--- src/design/lzw_pkg.sv ---
// ----------------------------------------------------------------------------
// LZW compressor package
// Shared constants, word types and the engine state type.
// ----------------------------------------------------------------------------
package lzw_pkg;

  // Dictionary geometry.
  localparam int MAX_CODES  = 4096;
  localparam int CODE_W     = $clog2(MAX_CODES);
  localparam int NFC_W      = CODE_W + 1;
  localparam int SLOT_W     = CODE_W + 8;
  localparam int TABLE_SIZE = MAX_CODES * 256;
  localparam int BITS_W     = 4;

  // First code handed out after the literal bytes, and the restart width.
  localparam logic [NFC_W-1:0]  FIRST_FREE = NFC_W'(256);
  localparam logic [NFC_W-1:0]  NFC_MAX    = NFC_W'(MAX_CODES);
  localparam logic [BITS_W-1:0] MIN_BITS   = BITS_W'(8);

  // Front queue and result queue depths.
  localparam int FQ_DEPTH  = 2;
  localparam int FQ_PTR_W  = $clog2(FQ_DEPTH);
  localparam int RES_DEPTH = 4;
  localparam int RES_PTR_W = $clog2(RES_DEPTH);

  // Input word as seen on the push side.
  typedef struct packed {
    logic [7:0] data_byte;
    logic       final_byte;
  } byte_word_t;

  // Result word as seen on the pop side.
  typedef struct packed {
    logic [CODE_W-1:0] code_out;
    logic [BITS_W-1:0] code_bits;
    logic              stream_end;
  } code_word_t;

  // Classified byte held in the front queue.
  typedef struct packed {
    logic [7:0] data_byte;
    logic       final_byte;
    logic       first_byte;
  } item_t;

  // Head of the front queue toward the engine.
  typedef struct packed {
    logic  valid;
    item_t item;
  } queue_head_t;

  // Up to two result words written in one cycle, packed from slot 0.
  typedef struct packed {
    logic [1:0] count;
    code_word_t w0;
    code_word_t w1;
  } res_wr_t;

  // Engine sequencing.
  typedef enum logic [1:0] {
    ENG_IDLE,
    ENG_OWNER,
    ENG_DECIDE
  } eng_state_t;

endpackage

--- src/design/lzw_res_fifo.sv ---
// ----------------------------------------------------------------------------
// LZW result queue
// Holds result words; takes up to two words a cycle, gives one a cycle.
// ----------------------------------------------------------------------------
module lzw_res_fifo import lzw_pkg::*; (
  input  logic       clk,
  input  logic       rst,
  input  res_wr_t    res_wr,
  output logic       res_room,
  output logic       empty,
  input  logic       pop,
  output code_word_t code_word
);

  code_word_t           fifo_mem [RES_DEPTH];
  logic [RES_PTR_W-1:0] wr_ptr;
  logic [RES_PTR_W-1:0] rd_ptr;
  logic [RES_PTR_W:0]   count;
  logic                 take;

  // Room for a full two-word write keeps the engine from overrunning.
  assign empty     = (count == '0);
  assign res_room  = (count <= (RES_PTR_W+1)'(RES_DEPTH - 2));
  assign take      = pop && !empty;
  assign code_word = fifo_mem[rd_ptr];

  // Storage writes, packed from the write pointer.
  always_ff @(posedge clk) begin
    if (res_wr.count != 2'd0) begin
      fifo_mem[wr_ptr] <= res_wr.w0;
    end
    if (res_wr.count == 2'd2) begin
      fifo_mem[wr_ptr + RES_PTR_W'(1)] <= res_wr.w1;
    end
  end

  // Pointers and occupancy.
  always_ff @(posedge clk) begin
    if (rst) begin
      wr_ptr <= '0;
      rd_ptr <= '0;
      count  <= '0;
    end else begin
      wr_ptr <= wr_ptr + RES_PTR_W'(res_wr.count);
      count  <= count + (RES_PTR_W+1)'(res_wr.count) - (RES_PTR_W+1)'(take);
      if (take) begin
        rd_ptr <= rd_ptr + RES_PTR_W'(1);
      end
    end
  end

endmodule

--- config.mk ---
export PLATFORM = sky130hd
export DESIGN_NAME = lzw_res_fifo
export DESIGN_NICKNAME = d
export VERILOG_FILES = /design/src/design/lzw_pkg.sv /design/src/design/lzw_res_fifo.sv
export SDC_FILE = /design/constraint.sdc
export NUM_CORES = 1
export LEC_CHECK = 0
export ABC_CLOCK_PERIOD_IN_PS = 2900
export BUFFER_PORTS_ARGS = -buffer_cell sky130_fd_sc_hd__buf_2
export CAP_MARGIN = 0
export CORE_ASPECT_RATIO = 0.9
export CORE_MARGIN = 2
export CORE_UTILIZATION = 30
export CTS_CLUSTER_SIZE = 12
export DETAILED_ROUTE_END_ITERATION = 10
export PLACE_DENSITY = 0.54
export SLEW_MARGIN = 40
export SYNTH_ARGS = -nofsm -noshare
export SYNTH_HDL_FRONTEND = slang
export SYNTH_SLANG_ARGS = --single-unit
--- constraint.sdc ---
create_clock -name clk -period 2.9 [get_ports clk]
set_clock_uncertainty 0.1 [all_clocks]
set_input_delay 0.58 -clock clk [delete_from_list [all_inputs] [get_ports clk]]
set_output_delay 0.58 -clock clk [all_outputs]
set_load 0.02 [all_outputs]
; ---- Yosys cells after proc, flatten, opt, wreduce, memory -nomap -nowiden
; Memory sizes are Yosys's and may differ from the RTL's. A register that Yosys moved wholly into a read port is not among the register bits.
; Cells that the tools add are included.
; W data, S select, Z words.
[classes]
order_cmp = 1
mux = 6
eq_ne = 1
reduce_logical = 4
add_sub_neg = 5
[ops]
columns = cell, count
row1 = $add A2 B1 Y2 const B, 2
row2 = $mux W1, 4
row3 = $mux W2, 2
row4 = $add A3 B2 Y3, 1
row5 = $le A3 B2 Y1 const B, 1
row6 = $logic_not A3 Y1, 1
row7 = $sub A3 B1 Y3, 1
row8 = $add A2 B2 Y2, 1
row9 = $eq A2 B2 Y1 const B, 1
row10 = $reduce_bool A2 Y1, 1
row11 = $logic_and A1 B1 Y1, 1
row12 = $logic_not A1 Y1, 1
[word_totals]
elab_cells = 21
regBits = 7
out_inout_bits = 19
input_bits = 39
mem_count = 1
ram_bits = 68
[mem_list]
columns = name, depth, word_bits, rd, rd_ports_with_merged_regs, wr, line_no
row1 = fifo_mem, 4, 17, 1, 1, 2, lzw_res_fifo.sv:15  ; code_word_t fifo_mem [RES_DEPTH];

; ---- Logic depth before layout (Yosys ltp)
; Gate-level depths: netlist (run 1).
[depth]
ltp_word = 5
mapped_depth = 8
mapped_depth_nobuf = 8

; ---- Worst setup path after synthesis (run 1)
; No wires, ideal clock.
[synth_path]
path_kind = input port to flip-flop
startpoint = input port res_wr[35] (netlist bit)
endpoint = memory fifo_mem[0][0] (netlist bit) (enable)
n_path_buf = 1
required_time_ps = 2382
path_stages = 3
arrival_ps = 2109
slack_ps = 273
setup_ps = 418
cell_sequence = buf_4 nor2_1 o31ai_1
[synth_lines]
columns = element, line_no
row1 = "start, declared", lzw_res_fifo.sv:8  ; input res_wr_t res_wr,
row2 = "end, declared", lzw_res_fifo.sv:15

==> results_tabular.tex, run 1 <==
\begin{tabular}{lr}
\hline
Metric & Value \\
\hline
\multicolumn{2}{l}{\textbf{Power and ir drop}} \\
Power density relative to cell area & 716.4 mW/mm\^{}2 \\
Post-layout total power & 3.329 mW \\
Leak & 1.718 nW \\
Worst IR Drop VDD & 399.2 uV \\
\multicolumn{2}{l}{\textbf{CTS}} \\
Post-CTS resize count & 0 \\
Clock root buffer master & clkbuf\_16 \\
\# hold bufs at CTS & 0 \\
TritonCTS sink count & 77 \\
Clock Pin Slew Worst Setup and Hold Paths & 0.06 ns \\
Insertion delay of the later-clocked pin in the worst-skew pair & 0.33 ns \\
Number of clock buffers inserted by TritonCTS & 9 \\
H-tree depth reported by CTS & 3 \\
CTS tree & done \\
Maximum clock insertion buffer count & 2 \\
Buffer count from post-CTS setup fixing & 0 \\
\multicolumn{2}{l}{\textbf{Layout}} \\
Commonest non-fill, non-tap cell in the layout & edfxtp\_1 \\
Synthesis-to-layout area growth & 20.16\% \\
Finished Core Util & 36.77\% \\
Final nets & 326 \\
Post-route design area & 0.004647 sq mm \\
Antenna diode instance count & 0 \\
Fill count & 1197 \\
Ratio of cells with drive above 1 in the final layout & 60.98\% \\
Commonest non-fill, non-tap cells in the layout & edfxtp\_1, mux2\_2, buf\_2, mux4\_2, buf\_4 \\
\multicolumn{2}{l}{\textbf{Floorplan}} \\
Width of the die & 123.7 microns \\
Count of standard-cell rows & 39 \\
Die Outline Area & 0.01382 sq mm \\
I/O pins & 58 \\
Height of the die & 111.7 microns \\
Core region area & 0.01264 sq mm \\
Initial core utilization & 30.60\% \\
\multicolumn{2}{l}{\textbf{Worst setup path}} \\
Max incr delay on CP & 0.58 ns \\
Required arrival time at the worst endpoint & 2.22 ns \\
Kind of end point of the critical path & output pin \\
Critical R2R Launch & count[2] \\
Kind of start point of the critical path & register \\
Arr. time, crit path & 1.74 ns \\
Slowest stage cell, crit path & mux4\_2 \\
Cells along the critical path & buf\_4, mux4\_2, buf\_2 \\
Setup Crit Path Kind & reg -> out \\
Highest fanout seen on the critical path & 17 \\
\multicolumn{2}{l}{\textbf{Timing}} \\
Fin Hold WS & 0.4318 ns \\
Total negative slack & 0 ns \\
Measured slew at the worst slew-check pin & 0.4900 ns \\
Count of endpoints failing setup in the final report & 0 \\
Share of the clock period used by the worst path after layout & 83.38\% \\
Post-layout min period & 2.418 ns \\
Worst-case headroom to the max-slew limit & 67.29\% \\
Hold Fails Final Rpt & 0 \\
Unrepaired setup endpoints after global routing & no \\
Highest attainable clock frequency & 413.5 MHz \\
Count of final max-slew check failures & 0 \\
\multicolumn{2}{l}{\textbf{GRT}} \\
Wire length of the first global-routing pass & 12920 microns \\
Maximum number of pins on one net before global-route repair & 19 \\
GRT Total Usage & 12.87\% \\
Grt total ovfl & 0 \\
Via count of the first global-routing pass & 2330 \\
Number of antenna violations at the first check in global routing & 0 \\
\multicolumn{2}{l}{\textbf{Route}} \\
Length of the first detailed-routing pass in iterations & 4 \\
Post-DR wirelength/cell & 17.79 microns \\
Vias after detailed routing & 2092 \\
\# DRC & 0 \\
Number of nets with antenna violations after detailed routing & 0 \\
Iter 0 DRT Violations & 112 \\
Final wirelength & 8022 microns \\
Via/cell ratio & 4.639 \\
\multicolumn{2}{l}{\textbf{Hold path}} \\
Hold Path Origin & rst \\
Class of the tightest hold or removal check & in -> reg \\
\multicolumn{2}{l}{\textbf{Logic synthesis}} \\
Flop and latch count out of synthesis & 77 \\
Number of cells produced by synthesis & 216 \\
Total nets after synthesis & 260 \\
Yosys Warn Count & 0 \\
Number of unique standard cell types used by synthesis & 30 \\
Area of the mapped netlist & 0.003867 sq mm \\
Syn Area/Cell & 17.90 sq um \\
Seq/Total Area, Yosys & 57.46\% \\
\multicolumn{2}{l}{\textbf{Placed design}} \\
Final RePlAce weighted congestion & 0.6894 \\
Half-perimeter wire length after placement & 5449 microns \\
Port Buffer Count & 57 \\
Placement Cell Area & 0.004389 sq mm \\
\multicolumn{2}{l}{\textbf{Run status}} \\
Status & completed \\
\multicolumn{2}{l}{\textbf{Run}} \\
Maximum capacitance violations & 0 \\
\hline
\end{tabular}
-- critical path, delay by kind of cell, from the launching register on --
family / cells / cell delay (ns)
multiplexers: 1 / 0.58
buffers and inverters: 2 / 0.52
flip-flops: 1 / 0.30
-- stage by stage --
step / instances / setup slack, ns
after floorplan: 216 / 0.2733
after CTS: 451 / 0.4124
after global placement: 435 / 0.7602
after detailed placement: 435 / 0.7095
final: 451 / 0.4819
after global routing: 451 / 0.3917
-- cell type report --
class                   instances  area (sq um)  area share [%]
flip-flops and latches         77          2222           47.82
multi-input cells             119          1560           33.58
inverters                       5         18.77          0.4039
repair buffers                 70         382.9           8.239
well taps                     164         205.2           4.416
clock buffers                   9         225.2           4.847
clock inverters                 7         32.53          0.7001
-- flip-flops by register name, indices dropped and copies added (netlist names), named ones only --
signal    cells
rd_ptr        2
fifo_mem     68
wr_ptr        2
count         3
-- per-layer routing --
| layer | GRT usage, % | routed length [microns] |
|---|---|---|
| met2 | 20.59 | 3965 |
| met3 | 3.791 | 488 |
| met4 | 4.773 | 102 |
| met1 | 16.45 | 3464 |
| met5 | 0 | 0 |
-- Yosys cell counts --
library cell | number | area (sq um)
xnor3_1 | 1 | 22.52
nor2_1 | 7 | 26.28
o21ba_2 | 1 | 10.01
buf_2 | 5 | 25.02
edfxtp_1 | 68 | 2042
o31a_1 | 1 | 8.760
buf_1 | 1 | 3.750
ha_1 | 4 | 50.05
xor3_1 | 1 | 23.77
a21o_1 | 1 | 7.510
o311ai_0 | 1 | 8.760
fa_1 | 1 | 20.02
mux2i_1 | 1 | 10.01
buf_6 | 3 | 33.78
nor3_1 | 1 | 5.000
nor4b_4 | 1 | 23.77
a21oi_1 | 1 | 5.000
and4bb_1 | 1 | 12.51
inv_1 | 5 | 18.77
buf_4 | 4 | 30.03
mux4_2 | 17 | 382.9
mux2_4 | 10 | 150.1
nor2b_1 | 5 | 31.28
nand4b_4 | 1 | 23.77
dfxtp_1 | 9 | 180.2
nor4bb_1 | 1 | 10.01
clkbuf_1 | 2 | 7.510
mux2_1 | 2 | 22.52
o31ai_1 | 1 | 7.510
mux2_2 | 59 | 664.4
-- worst paths after layout --
path / endpoint / slack (ns) / cells past startpoint
max: code_word[5] / 0.48 / 3
min: count[2] / 0.43 / 2
max reg2reg: count[2] / 0.89 / 8
min reg2reg: rd_ptr[1] / 0.47 / 2
-- power breakdown --
group | internal (mW) | switching [mW]
Sequential | 1.37 | 0.0712
Combinational | 0.439 | 0.466
Clock | 0.564 | 0.422
Total | 2.37 | 0.958
-- kinds of logic (layout without fill, tap and decap cells) --
family / count (synthesis) / in the layout / synth area share, %
xor gates and xnor gates: 2 / 2 / 1.197
adders and majority gates: 5 / 5 / 1.812
muxes: 89 / 89 / 31.80
buffers and inverters: 20 / 91 / 3.073
DFF: 77 / 77 / 57.46
AOI/OAI and AO/OA: 6 / 6 / 1.229
and+or+nand+nor: 17 / 17 / 3.429
Power figures use the tool's default switching activity.
==> run 2, diff against run 1 <==
- ABC_CLOCK_PERIOD_IN_PS: 2900 -> 2350
- clock period: 2.9 -> 2.35 ns (I/O delays scaled with it)
==> results_tabular.tex, run 2 (synthesis results as in run 1) <==
\begin{tabular}{lr}
\hline
Metric & Value \\
\hline
\multicolumn{2}{l}{\textbf{Timing}} \\
Worst path setup slack after routing & 0.1673 ns (was 0.4819 ns) \\
Count of endpoints failing setup in the final report & 0 (unchanged) \\
Fin Hold WS & 0.3312 ns (was 0.4318 ns) \\
Share of the clock period used by the worst path after layout & 92.88\% \\
Total negative slack & 0 ns (unchanged) \\
Count of final max-slew check failures & 0 (unchanged) \\
Worst-case headroom to the max-slew limit & 58.16\% (was 67.29\%) \\
Hold Fails Final Rpt & 0 (unchanged) \\
Unrepaired setup endpoints after global routing & no (unchanged) \\
Measured slew at the worst slew-check pin & 0.6263 ns (was 0.4900 ns) \\
Post-layout min period & 2.183 ns \\
Highest attainable clock frequency & 458.1 MHz \\
\multicolumn{2}{l}{\textbf{Worst setup path}} \\
Cells along the critical path & buf\_12, mux4\_2, buf\_2 (was buf\_4, mux4\_2, buf\_2) \\
Kind of end point of the critical path & output pin (unchanged) \\
Kind of start point of the critical path & register (unchanged) \\
Setup Crit Path Kind & reg -> out (unchanged) \\
Slowest stage cell, crit path & mux4\_2 (unchanged) \\
Bufs and invs on worst path & 2 (unchanged) \\
Required arrival time at the worst endpoint & 1.78 ns (was 2.22 ns) \\
Largest delay contributor family on the critical path & multiplexers (unchanged) \\
Highest fanout seen on the critical path & 17 (unchanged) \\
Arr. time, crit path & 1.61 ns (was 1.74 ns) \\
Max incr delay on CP & 0.54 ns (was 0.58 ns) \\
\multicolumn{2}{l}{\textbf{Layout}} \\
Post-route design area & 0.004793 sq mm (was 0.004647 sq mm) \\
Commonest non-fill, non-tap cell in the layout & edfxtp\_1 (unchanged) \\
Largest registers ranked by flip-flop count & fifo\_mem: 68 flops, count: 3 flops (unchanged) \\
Finished Core Util & 37.93\% (was 36.77\%) \\
Commonest non-fill, non-tap cells in the layout & edfxtp\_1, mux2\_2, buf\_2, mux4\_2 (was edfxtp\_1, mux2\_2, buf\_2, mux4\_2, buf\_4) \\
Flip-flop count of the largest register after layout & 68 (unchanged) \\
Ratio of cells with drive above 1 in the final layout & 62.37\% (was 60.98\%) \\
Final nets & 327 (was 326) \\
Fill count & 1187 (was 1197) \\
Antenna diode instance count & 0 (unchanged) \\
Top reg by flops & fifo\_mem (unchanged) \\
Synthesis-to-layout area growth & 23.94\% (was 20.16\%) \\
Final std cells w/o fill & 451 (unchanged) \\
\multicolumn{2}{l}{\textbf{Route}} \\
Number of nets with antenna violations after detailed routing & 0 (unchanged) \\
Vias after detailed routing & 2141 (was 2092) \\
Via/cell ratio & 4.747 (was 4.639) \\
\# DRC & 0 (unchanged) \\
Length of the first detailed-routing pass in iterations & 4 (unchanged) \\
Iter 0 DRT Violations & 66 (was 112) \\
Final wirelength & 8047 microns (was 8022 microns) \\
Post-DR wirelength/cell & 17.84 microns (was 17.79 microns) \\
\multicolumn{2}{l}{\textbf{Placed design}} \\
Port Buffer Count & 57 (unchanged) \\
Final RePlAce weighted congestion & 0.6838 (was 0.6894) \\
Placement Cell Area & 0.004457 sq mm (was 0.004389 sq mm) \\
Half-perimeter wire length after placement & 5250 microns (was 5449 microns) \\
Pre-CTS worst setup slack & 0.2796 ns (was 0.7095 ns) \\
Cell count after placement & 436 (was 435) \\
\multicolumn{2}{l}{\textbf{CTS}} \\
Buffer count from post-CTS setup fixing & 0 (unchanged) \\
H-tree depth reported by CTS & 3 (unchanged) \\
Maximum clock insertion buffer count & 2 (unchanged) \\
Clock root buffer master & clkbuf\_16 (unchanged) \\
\# hold bufs at CTS & 0 (unchanged) \\
Clock Pin Slew Worst Setup and Hold Paths & 0.06 ns (about the same) \\
Number of clock buffers inserted by TritonCTS & 9 (unchanged) \\
CTS tree & done (unchanged) \\
Post-CTS resize count & 0 (unchanged) \\
TritonCTS sink count & 77 (unchanged) \\
Insertion delay of the later-clocked pin in the worst-skew pair & 0.33 ns (about the same) \\
\multicolumn{2}{l}{\textbf{Run status}} \\
Status & completed (unchanged) \\
\multicolumn{2}{l}{\textbf{Power and ir drop}} \\
Post-layout total power & 4.506 mW (was 3.329 mW) \\
Leak & 1.776 nW (was 1.718 nW) \\
Power density relative to cell area & 940.0 mW/mm\^{}2 (was 716.4 mW/mm\^{}2) \\
Worst IR Drop VDD & 527.3 uV (was 399.2 uV) \\
\multicolumn{2}{l}{\textbf{Floorplan}} \\
Die Outline Area & 0.01382 sq mm (unchanged) \\
Width of the die & 123.7 microns (unchanged) \\
Count of standard-cell rows & 39 (unchanged) \\
Core region area & 0.01264 sq mm (unchanged) \\
Initial core utilization & 30.60\% (unchanged) \\
Height of the die & 111.7 microns (unchanged) \\
I/O pins & 58 (unchanged) \\
\multicolumn{2}{l}{\textbf{GRT}} \\
Wire length of the first global-routing pass & 12490 microns (was 12920 microns) \\
Number of antenna violations at the first check in global routing & 0 (unchanged) \\
Via count of the first global-routing pass & 2249 (was 2330) \\
Maximum number of pins on one net before global-route repair & 18 (was 19) \\
Grt total ovfl & 0 (unchanged) \\
GRT Total Usage & 12.24\% (was 12.87\%) \\
\multicolumn{2}{l}{\textbf{Run}} \\
Maximum capacitance violations & 0 (unchanged) \\
\multicolumn{2}{l}{\textbf{Hold path}} \\
Class of the tightest hold or removal check & in -> reg (unchanged) \\
\hline
\end{tabular}
==> run 2: area by class of cell <==
type                            count  area, sq um  share of cell area [%]
Tap cell                          164        205.2                   4.281
Multi-Input combinational cell    119         1570                   32.76
Clock inverter                      6        111.4                   2.323
Clock buffer                        9        225.2                   4.699
Sequential cell                    77         2222                   46.36
Inverter                            5        18.77                  0.3915
Timing Repair Buffer               71        440.4                   9.188
==> run 2: path summary, 6_finish.rpt <==
check,startpoint,to,slack [ns],cells after the start
setup reg to reg,count[2],count[2],0.31,8
setup / recovery,register,code_word[16],0.17,3
hold / removal,rst,count[1],0.33,2
hold reg to reg,rd_ptr[1],rd_ptr[1],0.47,2
==> run 2: power by group <==
group	total (mW)	internal, mW	switching, mW
combinational	1.19	0.574	0.612
clock	1.57	1.03	0.534
sequential	1.75	1.69	0.0646
total	4.51	3.30	1.21
==> run 2: metal layers <==
| layer | wire length [microns] | vias to the layer above | global-route usage [%] |
|---|---|---|---|
| met1 | 3588 | 1099 | 15.80 |
| met4 | 89 | 0 | 4.091 |
| met3 | 399 | 11 | 3.535 |
| met2 | 3970 | 40 | 19.67 |
| li1 | - | 991 | - |
| met5 | 0 | - | 0 |
