[config.mk]
export PLATFORM = sky130hd
export DESIGN_NAME = lzw_front
export DESIGN_NICKNAME = d
export VERILOG_FILES = /design/src/design/lzw_pkg.sv /design/src/design/lzw_front.sv
export SDC_FILE = /design/constraint.sdc
export NUM_CORES = 1
export LEC_CHECK = 0
export BUFFER_PORTS_ARGS = -buffer_cell sky130_fd_sc_hd__buf_2
export CORE_MARGIN = 1.5
export CORE_UTILIZATION = 54
export DETAILED_ROUTE_END_ITERATION = 10
export HOLD_SLACK_MARGIN = 0.1
export PLACE_DENSITY = 0.77
export SLEW_MARGIN = 5
export SYNTH_ARGS = -nofsm -noshare
export SYNTH_HDL_FRONTEND = slang
export SYNTH_SLANG_ARGS = --single-unit
[constraint.sdc]
create_clock -name clk -period 4.55 [get_ports clk]
set_input_delay 0 -clock clk [delete_from_list [all_inputs] [get_ports clk]]
set_output_delay 0 -clock clk [all_outputs]
set_load 0.03 [all_outputs]
[src/design/lzw_pkg.sv]
// ----------------------------------------------------------------------------
// LZW compressor package
// Shared constants, word types and the engine state type.
// ----------------------------------------------------------------------------
package lzw_pkg;

  // Dictionary geometry.
  localparam int MAX_CODES  = 4096;
  localparam int CODE_W     = $clog2(MAX_CODES);
  localparam int NFC_W      = CODE_W + 1;
  localparam int SLOT_W     = CODE_W + 8;
  localparam int TABLE_SIZE = MAX_CODES * 256;
  localparam int BITS_W     = 4;

  // First code handed out after the literal bytes, and the restart width.
  localparam logic [NFC_W-1:0]  FIRST_FREE = NFC_W'(256);
  localparam logic [NFC_W-1:0]  NFC_MAX    = NFC_W'(MAX_CODES);
  localparam logic [BITS_W-1:0] MIN_BITS   = BITS_W'(8);

  // Front queue and result queue depths.
  localparam int FQ_DEPTH  = 2;
  localparam int FQ_PTR_W  = $clog2(FQ_DEPTH);
  localparam int RES_DEPTH = 4;
  localparam int RES_PTR_W = $clog2(RES_DEPTH);

  // Input word as seen on the push side.
  typedef struct packed {
    logic [7:0] data_byte;
    logic       final_byte;
  } byte_word_t;

  // Result word as seen on the pop side.
  typedef struct packed {
    logic [CODE_W-1:0] code_out;
    logic [BITS_W-1:0] code_bits;
    logic              stream_end;
  } code_word_t;

  // Classified byte held in the front queue.
  typedef struct packed {
    logic [7:0] data_byte;
    logic       final_byte;
    logic       first_byte;
  } item_t;

  // Head of the front queue toward the engine.
  typedef struct packed {
    logic  valid;
    item_t item;
  } queue_head_t;

  // Up to two result words written in one cycle, packed from slot 0.
  typedef struct packed {
    logic [1:0] count;
    code_word_t w0;
    code_word_t w1;
  } res_wr_t;

  // Engine sequencing.
  typedef enum logic [1:0] {
    ENG_IDLE,
    ENG_OWNER,
    ENG_DECIDE
  } eng_state_t;

endpackage

[src/design/lzw_front.sv]
// ----------------------------------------------------------------------------
// LZW front end
// Accepts input words, marks the first byte of each stream and holds them
// in a short queue for the engine.
// ----------------------------------------------------------------------------
module lzw_front import lzw_pkg::*; (
  input  logic        clk,
  input  logic        rst,
  input  logic        push,
  output logic        full,
  input  byte_word_t  byte_word,
  output queue_head_t head,
  input  logic        head_pop
);

  item_t               queue_mem [FQ_DEPTH];
  logic [FQ_PTR_W-1:0] wr_ptr;
  logic [FQ_PTR_W-1:0] rd_ptr;
  logic [FQ_PTR_W:0]   count;
  logic [FQ_PTR_W:0]   count_next;
  logic                have_prefix;
  logic                accept;
  logic                take;

  // Handshake on both sides of the queue.
  assign full       = (count == (FQ_PTR_W+1)'(FQ_DEPTH));
  assign accept     = push && !full;
  assign take       = head_pop && head.valid;
  assign head.valid = (count != '0);
  assign head.item  = queue_mem[rd_ptr];

  // Occupancy after this cycle's accept and take.
  always_comb begin
    count_next = count;
    if (accept && !take) begin
      count_next = count + (FQ_PTR_W+1)'(1);
    end else if (take && !accept) begin
      count_next = count - (FQ_PTR_W+1)'(1);
    end
  end

  // Queue storage; a byte is first when no stream is open.
  always_ff @(posedge clk) begin
    if (accept) begin
      queue_mem[wr_ptr] <= '{data_byte:  byte_word.data_byte,
                             final_byte: byte_word.final_byte,
                             first_byte: !have_prefix};
    end
  end

  // Pointers, count and stream tracking.
  always_ff @(posedge clk) begin
    if (rst) begin
      wr_ptr      <= '0;
      rd_ptr      <= '0;
      count       <= '0;
      have_prefix <= 1'b0;
    end else begin
      count <= count_next;
      if (accept) begin
        wr_ptr      <= wr_ptr + FQ_PTR_W'(1);
        have_prefix <= !byte_word.final_byte;
      end
      if (take) begin
        rd_ptr <= rd_ptr + FQ_PTR_W'(1);
      end
    end
  end

endmodule

# Yosys cells after proc, flatten, opt, wreduce, memory -nomap -nowiden
# Memory sizes are Yosys's and may differ from the RTL's. A register that Yosys moved wholly into a read port is not among the register bits.
# Cells that the tools add are included.
op_classes:
  n_addsub: 4
  muxes: 6
  reduce_logical: 11
  n_eq_ne: 1
ops:
  columns: ["op", "count"]
  rows:
  - ["$logic_not A1 Y1", 5]
  - ["$logic_and A1 B1 Y1", 4]
  - ["$mux W1", 4]
  - ["$mux W2", 2]
  - ["$reduce_bool A2 Y1", 2]
  - ["$add A1 B1 Y1 const B", 2]
  - ["$add A2 B1 Y2 const B", 1]
  - ["$eq A2 B2 Y1 const B", 1]
  - ["$sub A2 B1 Y2 const B", 1]
totals:
  memories: 1
  ff_bits: 5
  ram_bits: 20
  input_bits: 13
mem_list:
  columns: ["memory", "depth", "width", "read_ports", "rd_ports_with_merged_regs", "wr", "line_no", "rtl"]
  rows:
  - ["queue_mem", 2, 10, 1, 1, 1, "lzw_front.sv:16", "item_t queue_mem [FQ_DEPTH];"]

# Depth between registers and ports, before layout
# Gate-level depths: netlist of the first run.
depth:
  ltp_word: 7
  depth_mapped: 7

# Worst setup path before layout of the first run
# Ideal clock, no wire load.
synth_path:
  path_type: "register -> register"
  from: "register count[0]"
  to: "register count[1]"
  n_path_buf: 0
  required_time_ns: 4.480
  slack_ns: 2.961
  setup_ns: 0.070
  t_arrival_ns: 1.519
  stages_incl_launch_ff: 7
  cell_sequence: "dfxtp_1 -> nand2b_2 -> inv_2 -> nor2_1 -> ha_1 -> or3_1 -> a21oi_1"
synth_between:
  elab_chain_len: 6
synth_rtl:
  columns: ["element", "line_no", "rtl"]
  rows:
  - ["from (decl)", "lzw_front.sv:19", "logic [FQ_PTR_W:0] count;"]
  - ["from (signal assigned)", "lzw_front.sv:59", "count <= count_next;"]
  - ["$eq A2 B2 Y1 (*)", "lzw_front.sv:26", "assign full = (count == (FQ_PTR_W+1)'(FQ_DEPTH));"]
  - ["net full", "lzw_front.sv:10", "output logic full,"]
  - ["$logic_not A1 Y1 (*)", "lzw_front.sv:27", "assign accept = push && !full;"]
  - ["$logic_and A1 B1 Y1 (*)", "lzw_front.sv:27", null]
  - ["net accept", "lzw_front.sv:22", "logic accept;"]
  - ["$logic_not A1 Y1", "lzw_front.sv:37", "end else if (take && !accept) begin"]
  - ["$logic_and A1 B1 Y1", "lzw_front.sv:37", null]
  - ["$reduce_bool A2 Y1 (no source line)", null, null]
# The timed path passes the listed nets; every way through them passes the cells marked *. The select of a mux whose other input is x is not followed.
# A chain may end at the register's enable or synchronous reset.

# Worst setup path after layout of the first run
layout_path:
  from: "register count[0]"
  to: "register count[1]"
layout_between:
  elab_chain_len: 6
layout_rtl:
  columns: ["element", "line_no"]
  rows:
  - ["$eq A2 B2 Y1 (*)", "lzw_front.sv:26"]
  - ["$logic_not A1 Y1 (*)", "lzw_front.sv:27"]
  - ["$logic_and A1 B1 Y1 (*)", "lzw_front.sv:27"]
  - ["net accept", "lzw_front.sv:22"]
  - ["$logic_not A1 Y1", "lzw_front.sv:37"]
  - ["$logic_and A1 B1 Y1", "lzw_front.sv:37"]
  - ["$reduce_bool A2 Y1 (no source line)", null]
# Marks and branches as above.

==> results of run 1 <==
-- final cells by class --
class | instances | area share (%)
Tap cell | 25 | 2.41
Timing Repair Buffer | 36 | 18.5
Clock inverter | 1 | 2.31
Inverter | 4 | 1.16
Clock buffer | 3 | 1.74
Multi-Input combinational cell | 30 | 18.3
Sequential cell | 26 | 55.5
-- path summary, 6_finish.rpt --
kind	slack (ps)	end	startpoint	depth (start not counted)
setup reg to reg	2890	count[1]$_SDFFE_PP0P_	count[0]$_SDFFE_PP0P_	6
setup / recovery	2890	count[1]$_SDFFE_PP0P_	count[0]$_SDFFE_PP0P_	6
hold reg to reg	500	queue_mem[1][0]$_DFFE_PP_	have_prefix$_SDFFE_PP0P_	1
hold / removal	130	rd_ptr$_SDFFE_PP0P_	head_pop	4
-- stage by stage --
stage / setup WS (ps) / total power [mW] / area [µm²]
finish: 2890 / 0.732 / 1300
floorplan: 2960 / 0.516 / 978
detailed placement: 2950 / 0.575 / 1120
global placement: 3020 / 0.568 / 1120
CTS: 2900 / 0.736 / 1300
global route: 2790 / 0.766 / 1300
-- routing by layer --
| layer | track usage, % | up-vias | part of all wire [%] |
|---|---|---|---|
| li1 | - | 300 | - |
| met1 | 15.0 | 290 | 38 |
| met2 | 33.5 | 18 | 57 |
| met3 | 3.97 | 4 | 3.7 |
| met4 | 7.06 | 0 | 1.9 |
| met5 | 0 | - | 0 |
-- registers in the layout, indices dropped and copies added, names as in the netlist, named ones only --
name and flops:
wr_ptr 1, rd_ptr 1, count 2, queue_mem 20
have_prefix 1
-- synth_stat cells, drive strengths merged --
cell    count
edfxtp     20
mux2       10
dfxtp       6
inv         4
nor2        4
a21oi       3
o21ai       3
xor2        3
or3         2
a211oi      1
and3        1
buf         1
ha          1
nand2b      1
or2         1
-- worst max-delay path: stages (launching register included) --
cell      delay, ps
dfxtp_1         430
nand2b_2        180
inv_2            50
nor2_1          160
ha_1            290
or3_1           350
a21oi_1         150
-- cell families after synthesis --
kind of cell | after synthesis | share of synthesized area [%]
muxes | 10 | 11.5
adders and majority gates | 1 | 1.28
DFF | 26 | 73.7
and+or+nand+nor | 9 | 4.99
AOI/OAI and AO/OA | 7 | 3.84
xor gates and xnor gates | 3 | 2.69
buffers and inverters | 5 | 2.05
-- power by group through the flow --
stage	clock (mW)	sequential (mW)	combinational, mW
after floorplan	0	0.320	0.196
after global placement	0	0.335	0.233
after detailed placement	0	0.335	0.240
after CTS	0.155	0.330	0.250
after global routing	0.164	0.336	0.266
final	0.154	0.330	0.249
-- repair_timing --
item / CTS / global route
hold endpoints to repair: 24 / 0
setup endpoints to repair: 0 / 0
resized for setup: 0 / 0
hold buffers: 12 / 0
setup buffers: 0 / 0
==> summary.md, run 1 <==
| Metric | Value |
|---|---|
| Post-layout nets | `115` |
| Hold Violations, Final | `0` |
| Seq pwr share | `between 40% and 50%` |
| Routed len/inst | `about 13 µm` |
| Vias | `roughly 610` |
| CP Capture Type | `flip-flop` |
| Peak VDD IR | `366 µV` |
| Final wirelength | `roughly 1.6 mm` |
| Die W | `45.6 µm` |
| Residual DRC count | `0` |
| Largest net degree at the start of global routing | `16` |
| Layout Skew | `between 7 and 8 ps` |
| Synth top area cells | `edfxtp_1, dfxtp_1, mux2_2` |
| Level count of the clock H-tree | `1` |
| Switching power | `roughly 240 µW` |
| FF+latch count, synth | `26` |
| ANT cells | `0` |
| Row cnt | `15` |
| Crit-path max FO | `5` |
| Max-slew violations | `0` |
| Most common cell after layout, fill and taps aside | `buf_2` |
| Area Growth Syn to Fin | `32.6%` |
| Final core occ | `76.0%` |
| Register area | `~700 µm²` |
| Antenna violation net count after detailed routing | `0` |
| Post-route setup TNS | `0 ps` |
| Crit path arrival time | `about 1900 ps` |
| Dpl cells | `109` |
| DP HPWL | `just under 1 mm` |
| All-Layer GR Usage | `between 15 and 20%` |
| Cell Area, Synth | `about 980 µm²` |
| Via density per instance | `about 4.9` |
| Avg Inst Size Synth | `between 15 and 20 µm²` |
| Area leader, netlist | `edfxtp_1` |
| Clock sink count | `26` |
| Hold WC Path Type | `in2reg` |
| Share of cells above drive strength 1 | `around two fifths` |
| Internal power | `489 µW` |
| Worst-margin pin slew | `approximately 480 ps` |
| I/O pin total | `25` |
| Initial antenna violation count | `0` |
| Starting Density | `a little under three fifths` |
| Clk slew on worst S/H paths | `about 140 ps` |
| Clk network pwr share | `between 20% and 30%` |
| GRT Residual Overflow | `0` |
| Max-Cap Viols | `0` |
| Commonest non-fill, non-tap cells in the layout | `buf_2, edfxtp_1, dlygate4sd3_1, mux2_2, dfxtp_1` |
| First-pass GRT wire length | `~2.3 mm` |
| RSZ-0062 raised after global routing | `false` |
| CP Class | `reg2reg` |
| Req. time, crit path | `a little under 5000 ps` |
| Syn nets | `75` |
| CTS tree | `built` |
| Chip Height | `45.6 µm` |
| Tmin final | `about 1700 ps` |
| Root buffer cell | `clkbuf_4` |
| Fmax | `602 MHz` |
| IO buf count | `24` |
| Area of the multi-input gates | `between 200 and 250 µm²` |
| Synth Instances | `a little over 60` |
| Sw frac | `between 30% and 40%` |
| Num CTS Buffers | `3` |
| Synthesis Warnings | `0` |
| DR pass1 iterations | `4` |
| Initial DRC count | `12` |
| Status | `finished clean` |
| # setup viols final | `0` |
| Final std cells w/o fill | `roughly 130` |
| Fin Hold WS | `~130 ps` |
| Slew margin rel. | `around two thirds` |
| GP Congestion | `~0.68` |
| Tcrit/Tclk final | `between 30% and 40%` |
| Power per cell area | `564 mW/mm²` |
| FILL cells | `roughly 120` |
| Yosys top cell area share | `roughly three fifths` |
| Register area share after synthesis | `73.7%` |
| Worst setup SP type | `flip-flop` |
| Combinational fraction of design power | `34.0%` |
| Synth cell types | `16` |
| Static Leak | `0.522 nW` |
| DIE AREA | `slightly above 0.002 mm²` |
| CORE AREA | `0.00171 mm²` |
| Vias in the first global route | `between 500 and 600` |
| Clock Tree Buf Depth | `2` |
| Worst skew pair latency | `320 ps` |
(Power assumes the default switching activity.)
==> run 2, diff against run 1 <==
--- a/config.mk
+++ b/config.mk
@@ -5,12 +5,13 @@
 export SDC_FILE = /design/constraint.sdc
 export NUM_CORES = 1
 export LEC_CHECK = 0
+export ABC_AREA = 1
 export BUFFER_PORTS_ARGS = -buffer_cell sky130_fd_sc_hd__buf_2
 export CORE_MARGIN = 1.5
-export CORE_UTILIZATION = 54
+export CORE_UTILIZATION = 45
 export DETAILED_ROUTE_END_ITERATION = 10
 export HOLD_SLACK_MARGIN = 0.1
-export PLACE_DENSITY = 0.77
+export PLACE_DENSITY = 0.68
 export SLEW_MARGIN = 5
 export SYNTH_ARGS = -nofsm -noshare
 export SYNTH_HDL_FRONTEND = slang
==> constraint.sdc (replaced) <==
create_clock -name clk -period 1.35 [get_ports clk]
set_input_delay 0 -clock clk [delete_from_list [all_inputs] [get_ports clk]]
set_output_delay 0 -clock clk [all_outputs]
set_load 0.03 [all_outputs]
==> summary.md, run 2 <==
| Metric | Value |
|---|---|
| GRT Residual Overflow | `0` |
| RR Startpoint | `count[0]$_SDFFE_PP0P_` |
| Biggest regs | `queue_mem x20, count x2` |
| Avg Inst Size Synth | `about 14 µm²` |
| Final wirelength | `approximately 1.8 mm` |
| Row cnt | `16` |
| Dominant cell by count in the synthesized netlist | `edfxtp_1` |
| Clock sink count | `26` |
| DR pass1 iterations | `3` |
| Area Growth Syn to Fin | `44.3%` |
| Root buffer cell | `clkbuf_4` |
| Power per cell area | `approximately 1700 mW/mm²` |
| Worst setup SP type | `flip-flop` |
| Slew margin rel. | `around 87%` |
| Fmax | `779 MHz` |
| Combinational fraction of design power | `between 40% and 50%` |
| RSZ-0062 raised after global routing | `false` |
| Worst-margin pin slew | `between 150 and 200 ps` |
| Num CTS Buffers | `3` |
| All-Layer GR Usage | `between 10% and 20%` |
| Share of cells above drive strength 1 | `approximately 45%` |
| Clk network pwr share | `between 10% and 20%` |
| Residual DRC count | `0` |
| Hold WC Path Type | `in2reg` |
| CTS tree | `built` |
| Area leader, netlist | `edfxtp_1` |
| # setup viols final | `0` |
| Post-route setup TNS | `0 ps` |
| Syn nets | `about 90` |
| Die W | `a little over 50 µm` |
| Worst R2R Setup Slack | `~100 ps` |
| DP Area | `between 0.001 and 0.0015 mm²` |
| Seq pwr share | `43.2%` |
| Clock Tree Buf Depth | `2` |
| Post-synth EDFFs | `20` |
| Req. time, crit path | `~1400 ps` |
| Max-slew violations | `0` |
| DP HPWL | `approximately 1.2 mm` |
| Largest register FFs | `20` |
| FILL cells | `roughly 160` |
| Post-synth top cells | `edfxtp_1, mux2_2, nor2_1` |
| CP Class | `reg2out` |
| FF-to-FF path depth | `9` |
| Tcrit/Tclk final | `a little over nine tenths` |
| CORE AREA | `approximately 0.002 mm²` |
| Register area share after synthesis | `about 71%` |
| Routed len/inst | `about 12 µm` |
| Post-route design area | `roughly 0.0015 mm²` |
| Peak VDD IR | `1150 µV` |
| Synth top area cells | `edfxtp_1, dfxtp_1, mux2_2` |
| IO buf count | `24` |
| I/O pin total | `25` |
| Synthesis Warnings | `0` |
| Vias | `around 700` |
| DIE AREA | `about 0.0025 mm²` |
| WHS Path Cells | `2` |
| Clk slew on worst S/H paths | `roughly 130 ps` |
| Tmin final | `1280 ps` |
| Crit-path max FO | `5` |
| Initial DRC count | `12` |
| Main synth FF type | `edfxtp_1` |
| Largest net degree at the start of global routing | `15` |
| Synth cell types | `16` |
| Static Leak | `about 0.6 nW` |
| GP Congestion | `0.730` |
| Reg2reg end | `count[1]$_SDFFE_PP0P_` |
| ANT cells | `0` |
| Max-Cap Viols | `0` |
| FF+latch count, synth | `26` |
| Min-delay src | `byte_word[8]` |
| Largest register by flop count | `queue_mem` |
| Sw frac | `between 30% and 40%` |
| Synth Instances | `75` |
| Switching power | `just over 900 µW` |
| Worst skew pair latency | `around 310 ps` |
| Fin Hold WS | `401 ps` |
| CP Capture Type | `output port` |
| Initial antenna violation count | `0` |
| Antenna violation net count after detailed routing | `0` |
| Vias in the first global route | `around 630` |
| Internal power | `roughly 1.6 mW` |
| Hold path endpoint | `queue_mem[1][9]$_DFFE_PP_` |
| Yosys top cell area share | `roughly three fifths` |
| Cell Area, Synth | `~0.001 mm²` |
| Starting Density | `about half` |
| Level count of the clock H-tree | `1` |
| Async SR Flop Fraction | `0%` |
| Most common cell after layout, fill and taps aside | `edfxtp_1` |
| Hold Violations, Final | `0` |
| Via density per instance | `4.74` |
| Crit path arrival time | `roughly 1300 ps` |
| Post-layout nets | `about 140` |
| First-pass GRT wire length | `approximately 2.6 mm` |
| Commonest non-fill, non-tap cells in the layout | `edfxtp_1, buf_2, buf_6, dlygate4sd3_1, mux2_2` |
| Chip Height | `just over 50 µm` |
| Status | `finished clean` |
| Layout Skew | `9.38 ps` |
## run 2: kinds of logic (layout without fill, tap and decap cells)
family | after synthesis | count (layout) | synth area share (%)
AO/OA/AOI/OAI | 5 | 5 | 2.47
adder cells (fa/ha/maj) | 1 | 1 | 1.23
buffers and inverters | 10 | 56 | 4.08
flip-flops | 26 | 26 | 71.1
multiplexers | 10 | 10 | 11.1
AND/OR/NAND/NOR | 23 | 23 | 10.0
## run 2: cell type report
type	instances	area (µm²)	share of cell area (%)
clock buffer	4	26.3	1.80
multi-input combinational	39	279	19.1
timing repair buffer	43	363	24.8
tap	27	33.8	2.31
inverter	9	33.8	2.31
sequential	26	727	49.7
## run 2: worst max-delay path by stage
| stage | endpoint | cells past startpoint | slack (ps) |
|---|---|---|---|
| floorplan | queue_mem[1][0]$_DFFE_PP_ | 2 | -7 |
| global placement | count[1]$_SDFFE_PP0P_ | 9 | 70 |
| detailed placement | count[1]$_SDFFE_PP0P_ | 9 | 0.1 |
| CTS | head[0] | 3 | 6 |
| global route | head[1] | 3 | 4 |
| finish | head[6] | 3 | 70 |
## run 2: power by group through the flow
stage | Sequential (mW) | Combinational, mW | Clock, mW
after CTS | 1.08 | 0.961 | 0.343
after detailed placement | 1.10 | 0.926 | 0
after global placement | 1.09 | 0.903 | 0
after global routing | 1.11 | 1.22 | 0.370
final | 1.10 | 1.13 | 0.323
after floorplan | 1.08 | 0.683 | 0
## run 2: routing by layer
layer | GRT usage (%) | vias to the layer above | part of all wire (%)
li1 | - | 351 | -
met1 | 13.7 | 332 | 41
met2 | 27.6 | 16 | 54
met3 | 2.68 | 2 | 3.1
met4 | 6.76 | 0 | 1.5
met5 | 0 | - | 0
## run 2: worst max-delay path: stages (launching register included)
cell and delay [ps]:
dfxtp_2 370, buf_6 130, mux2_2 340, buf_6 140
## run 2: timing repair
action | 4_1_cts | 5_1_grt
hold buffers | 12 | 0
gates resized for setup | 2 | 38
setup endpoints to repair | 11 | 11
buffers inserted | 0 | 0
endpoints found under the hold margin | 24 | 0
cloned | 0 | 1
## run 2: metrics by stage
stage	setup WS, ps	cells	util (%)	power (mW)
after global routing	4.29	148	71.6	2.70
final	67.0	148	71.6	2.55
after floorplan	-6.54	75	-	1.77
after CTS	5.88	147	66.9	2.39
after detailed placement	0.0975	131	59.5	2.02
after global placement	74.5	131	59.5	1.99
==> run 3, diff against run 2 <==
==> constraint.sdc (replaced) <==
create_clock -name clk -period 1.35 [get_ports clk]
set_input_delay 0.2025 -clock clk [delete_from_list [all_inputs] [get_ports clk]]
set_output_delay 0.2025 -clock clk [all_outputs]
set_load 0.03 [all_outputs]
==> summary.md, run 3 (synthesis results as in run 2) <==
| Metric | Value |
|---|---|
| CTS tree | `built` |
| Final WS setup | `-148 ps` |
| Most common cell after layout, fill and taps aside | `edfxtp_1` |
| DR pass1 iterations | `4` |
| Worst-margin pin slew | `approximately 210 ps` |
| RSZ-0062 raised after global routing | `true` |
| Routed len/inst | `between 10 and 15 µm` |
| Share of cells above drive strength 1 | `between 40% and 50%` |
| Tmin final | `~1500 ps` |
| Die W | `50.5 µm` |
| Via density per instance | `between 4 and 5` |
| Biggest regs | `queue_mem x20, count x2` |
| Row cnt | `16` |
| Tcrit/Tclk final | `111%` |
| Area Growth Syn to Fin | `47.2%` |
| CORE AREA | `0.00204 mm²` |
| Final wirelength | `~2.0 mm` |
| Initial DRC count | `13` |
| Max-slew violations | `0` |
| Slowest stage delay, CP | `about 400 ps` |
| Vias in the first global route | `about 630` |
| Critical-path cell list | `clkbuf_16 -> mux2_4 -> buf_6` |
| Residual DRC count | `0` |
| Power per cell area | `~1800 mW/mm²` |
| Worst setup SP type | `flip-flop` |
| ANT cells | `0` |
| GP Congestion | `slightly above 0.7` |
| Largest register FFs | `20` |
| Post-route setup TNS | `-1340 ps` |
| DIE AREA | `between 0.002 and 0.003 mm²` |
| Max-Cap Viols | `0` |
| Setup Buffers After CTS | `0` |
| Chip Height | `a little over 50 µm` |
| Antenna violation net count after detailed routing | `0` |
| I/O pin total | `25` |
| Peak VDD IR | `roughly 1100 µV` |
| GRT Residual Overflow | `0` |
| Worst slack at placement | `-0.0311 ps` |
| Num CTS Buffers | `3` |
| # setup viols final | `10` |
| Clock Tree Buf Depth | `2` |
| Worst skew pair latency | `approximately 310 ps` |
| Root buffer cell | `clkbuf_4` |
| Failing checks | `negative setup slack` |
| Largest net degree at the start of global routing | `14` |
| Final std cells w/o fill | `roughly 140` |
| CP Class | `reg2out` |
| Final core occ | `around 73%` |
| Dpl cells | `roughly 130` |
| Post-layout nets | `133` |
| Commonest non-fill, non-tap cells in the layout | `edfxtp_1, buf_2, mux2_4, buf_6` |
| Starting Density | `49.6%` |
| Crit path arrival time | `1300 ps` |
| DP HPWL | `around 1.2 mm` |
| All-Layer GR Usage | `14.6%` |
| Hold Violations, Final | `0` |
| Slowest cell on the critical path | `dfxtp_4` |
| Status | `finished, violations left` |
| Fmax | `around 670 MHz` |
| Crit-path max FO | `5` |
| Req. time, crit path | `1150 ps` |
| Clock sink count | `26` |
| Slew margin rel. | `a little under nine tenths` |
| Level count of the clock H-tree | `1` |
| CP Capture Type | `output port` |
| Worst R2R Setup Slack | `roughly 80 ps` |
| Layout Skew | `~4.7 ps` |
| Static Leak | `roughly 0.63 nW` |
| IO buf count | `24` |
| First-pass GRT wire length | `2.74 mm` |
| Vias | `about 680` |
| Largest register by flop count | `queue_mem` |
| Initial antenna violation count | `0` |
| Clk slew on worst S/H paths | `around 130 ps` |
| Hold WC Path Type | `in2reg` |
## run 3: final cells by class
type / instances / area (µm²)
clock buffer: 3 / 22.5
fill: 140 / 551
inverter: 9 / 33.8
multi-input combinational: 39 / 317
sequential: 26 / 729
tap: 27 / 33.8
timing repair buffer: 40 / 355
## run 3: routing by layer
layer | track usage (%) | vias to the layer above | routed length [µm]
met5 | 0 | - | 0
met4 | 5.41 | 0 | 14
met3 | 1.79 | 2 | 63
met2 | 28.9 | 14 | 1120
met1 | 15.3 | 320 | 835
li1 | - | 343 | -
## run 3: stage by stage
step / hold slack [ps] / area, µm² / power [mW]
2_1_floorplan: 301 / 1020 / 1.77
3_3_place_gp: 391 / 1230 / 2.02
3_5_place_dp: 394 / 1230 / 2.05
4_1_cts: 169 / 1410 / 2.50
5_1_grt: 181 / 1490 / 2.79
6_report: 178 / 1490 / 2.66
## run 3: where the power goes
part	total, mW	switching (mW)	internal [mW]
combinational	1.23	0.649	0.580
sequential	1.12	0.0811	1.03
clock	0.315	0.210	0.104
total	2.66	0.941	1.72
## run 3: path summary, 6_finish.rpt
kind | from | to | depth (start not counted)
hold / removal | rst | have_prefix$_SDFFE_PP0P_ | 4
hold reg to reg | have_prefix$_SDFFE_PP0P_ | have_prefix$_SDFFE_PP0P_ | 2
setup / recovery | flip-flop | head[4] | 3
setup reg to reg | count[0]$_SDFFE_PP0P_ | count[1]$_SDFFE_PP0P_ | 9
## run 3: what timing repair did
action	4_1_cts	5_1_grt
endpoints found under the hold margin	18	0
gates resized for setup	22	15
endpoints found under the setup margin	11	11
pin swaps	0	1
hold buffers	9	0
cloned	0	1
## run 3: worst max-delay path, delay by kind of cell (launching register included)
kind / cells / cell delay [ps]
flops: 1 / 400
mux: 1 / 300
buf+inv: 2 / 290
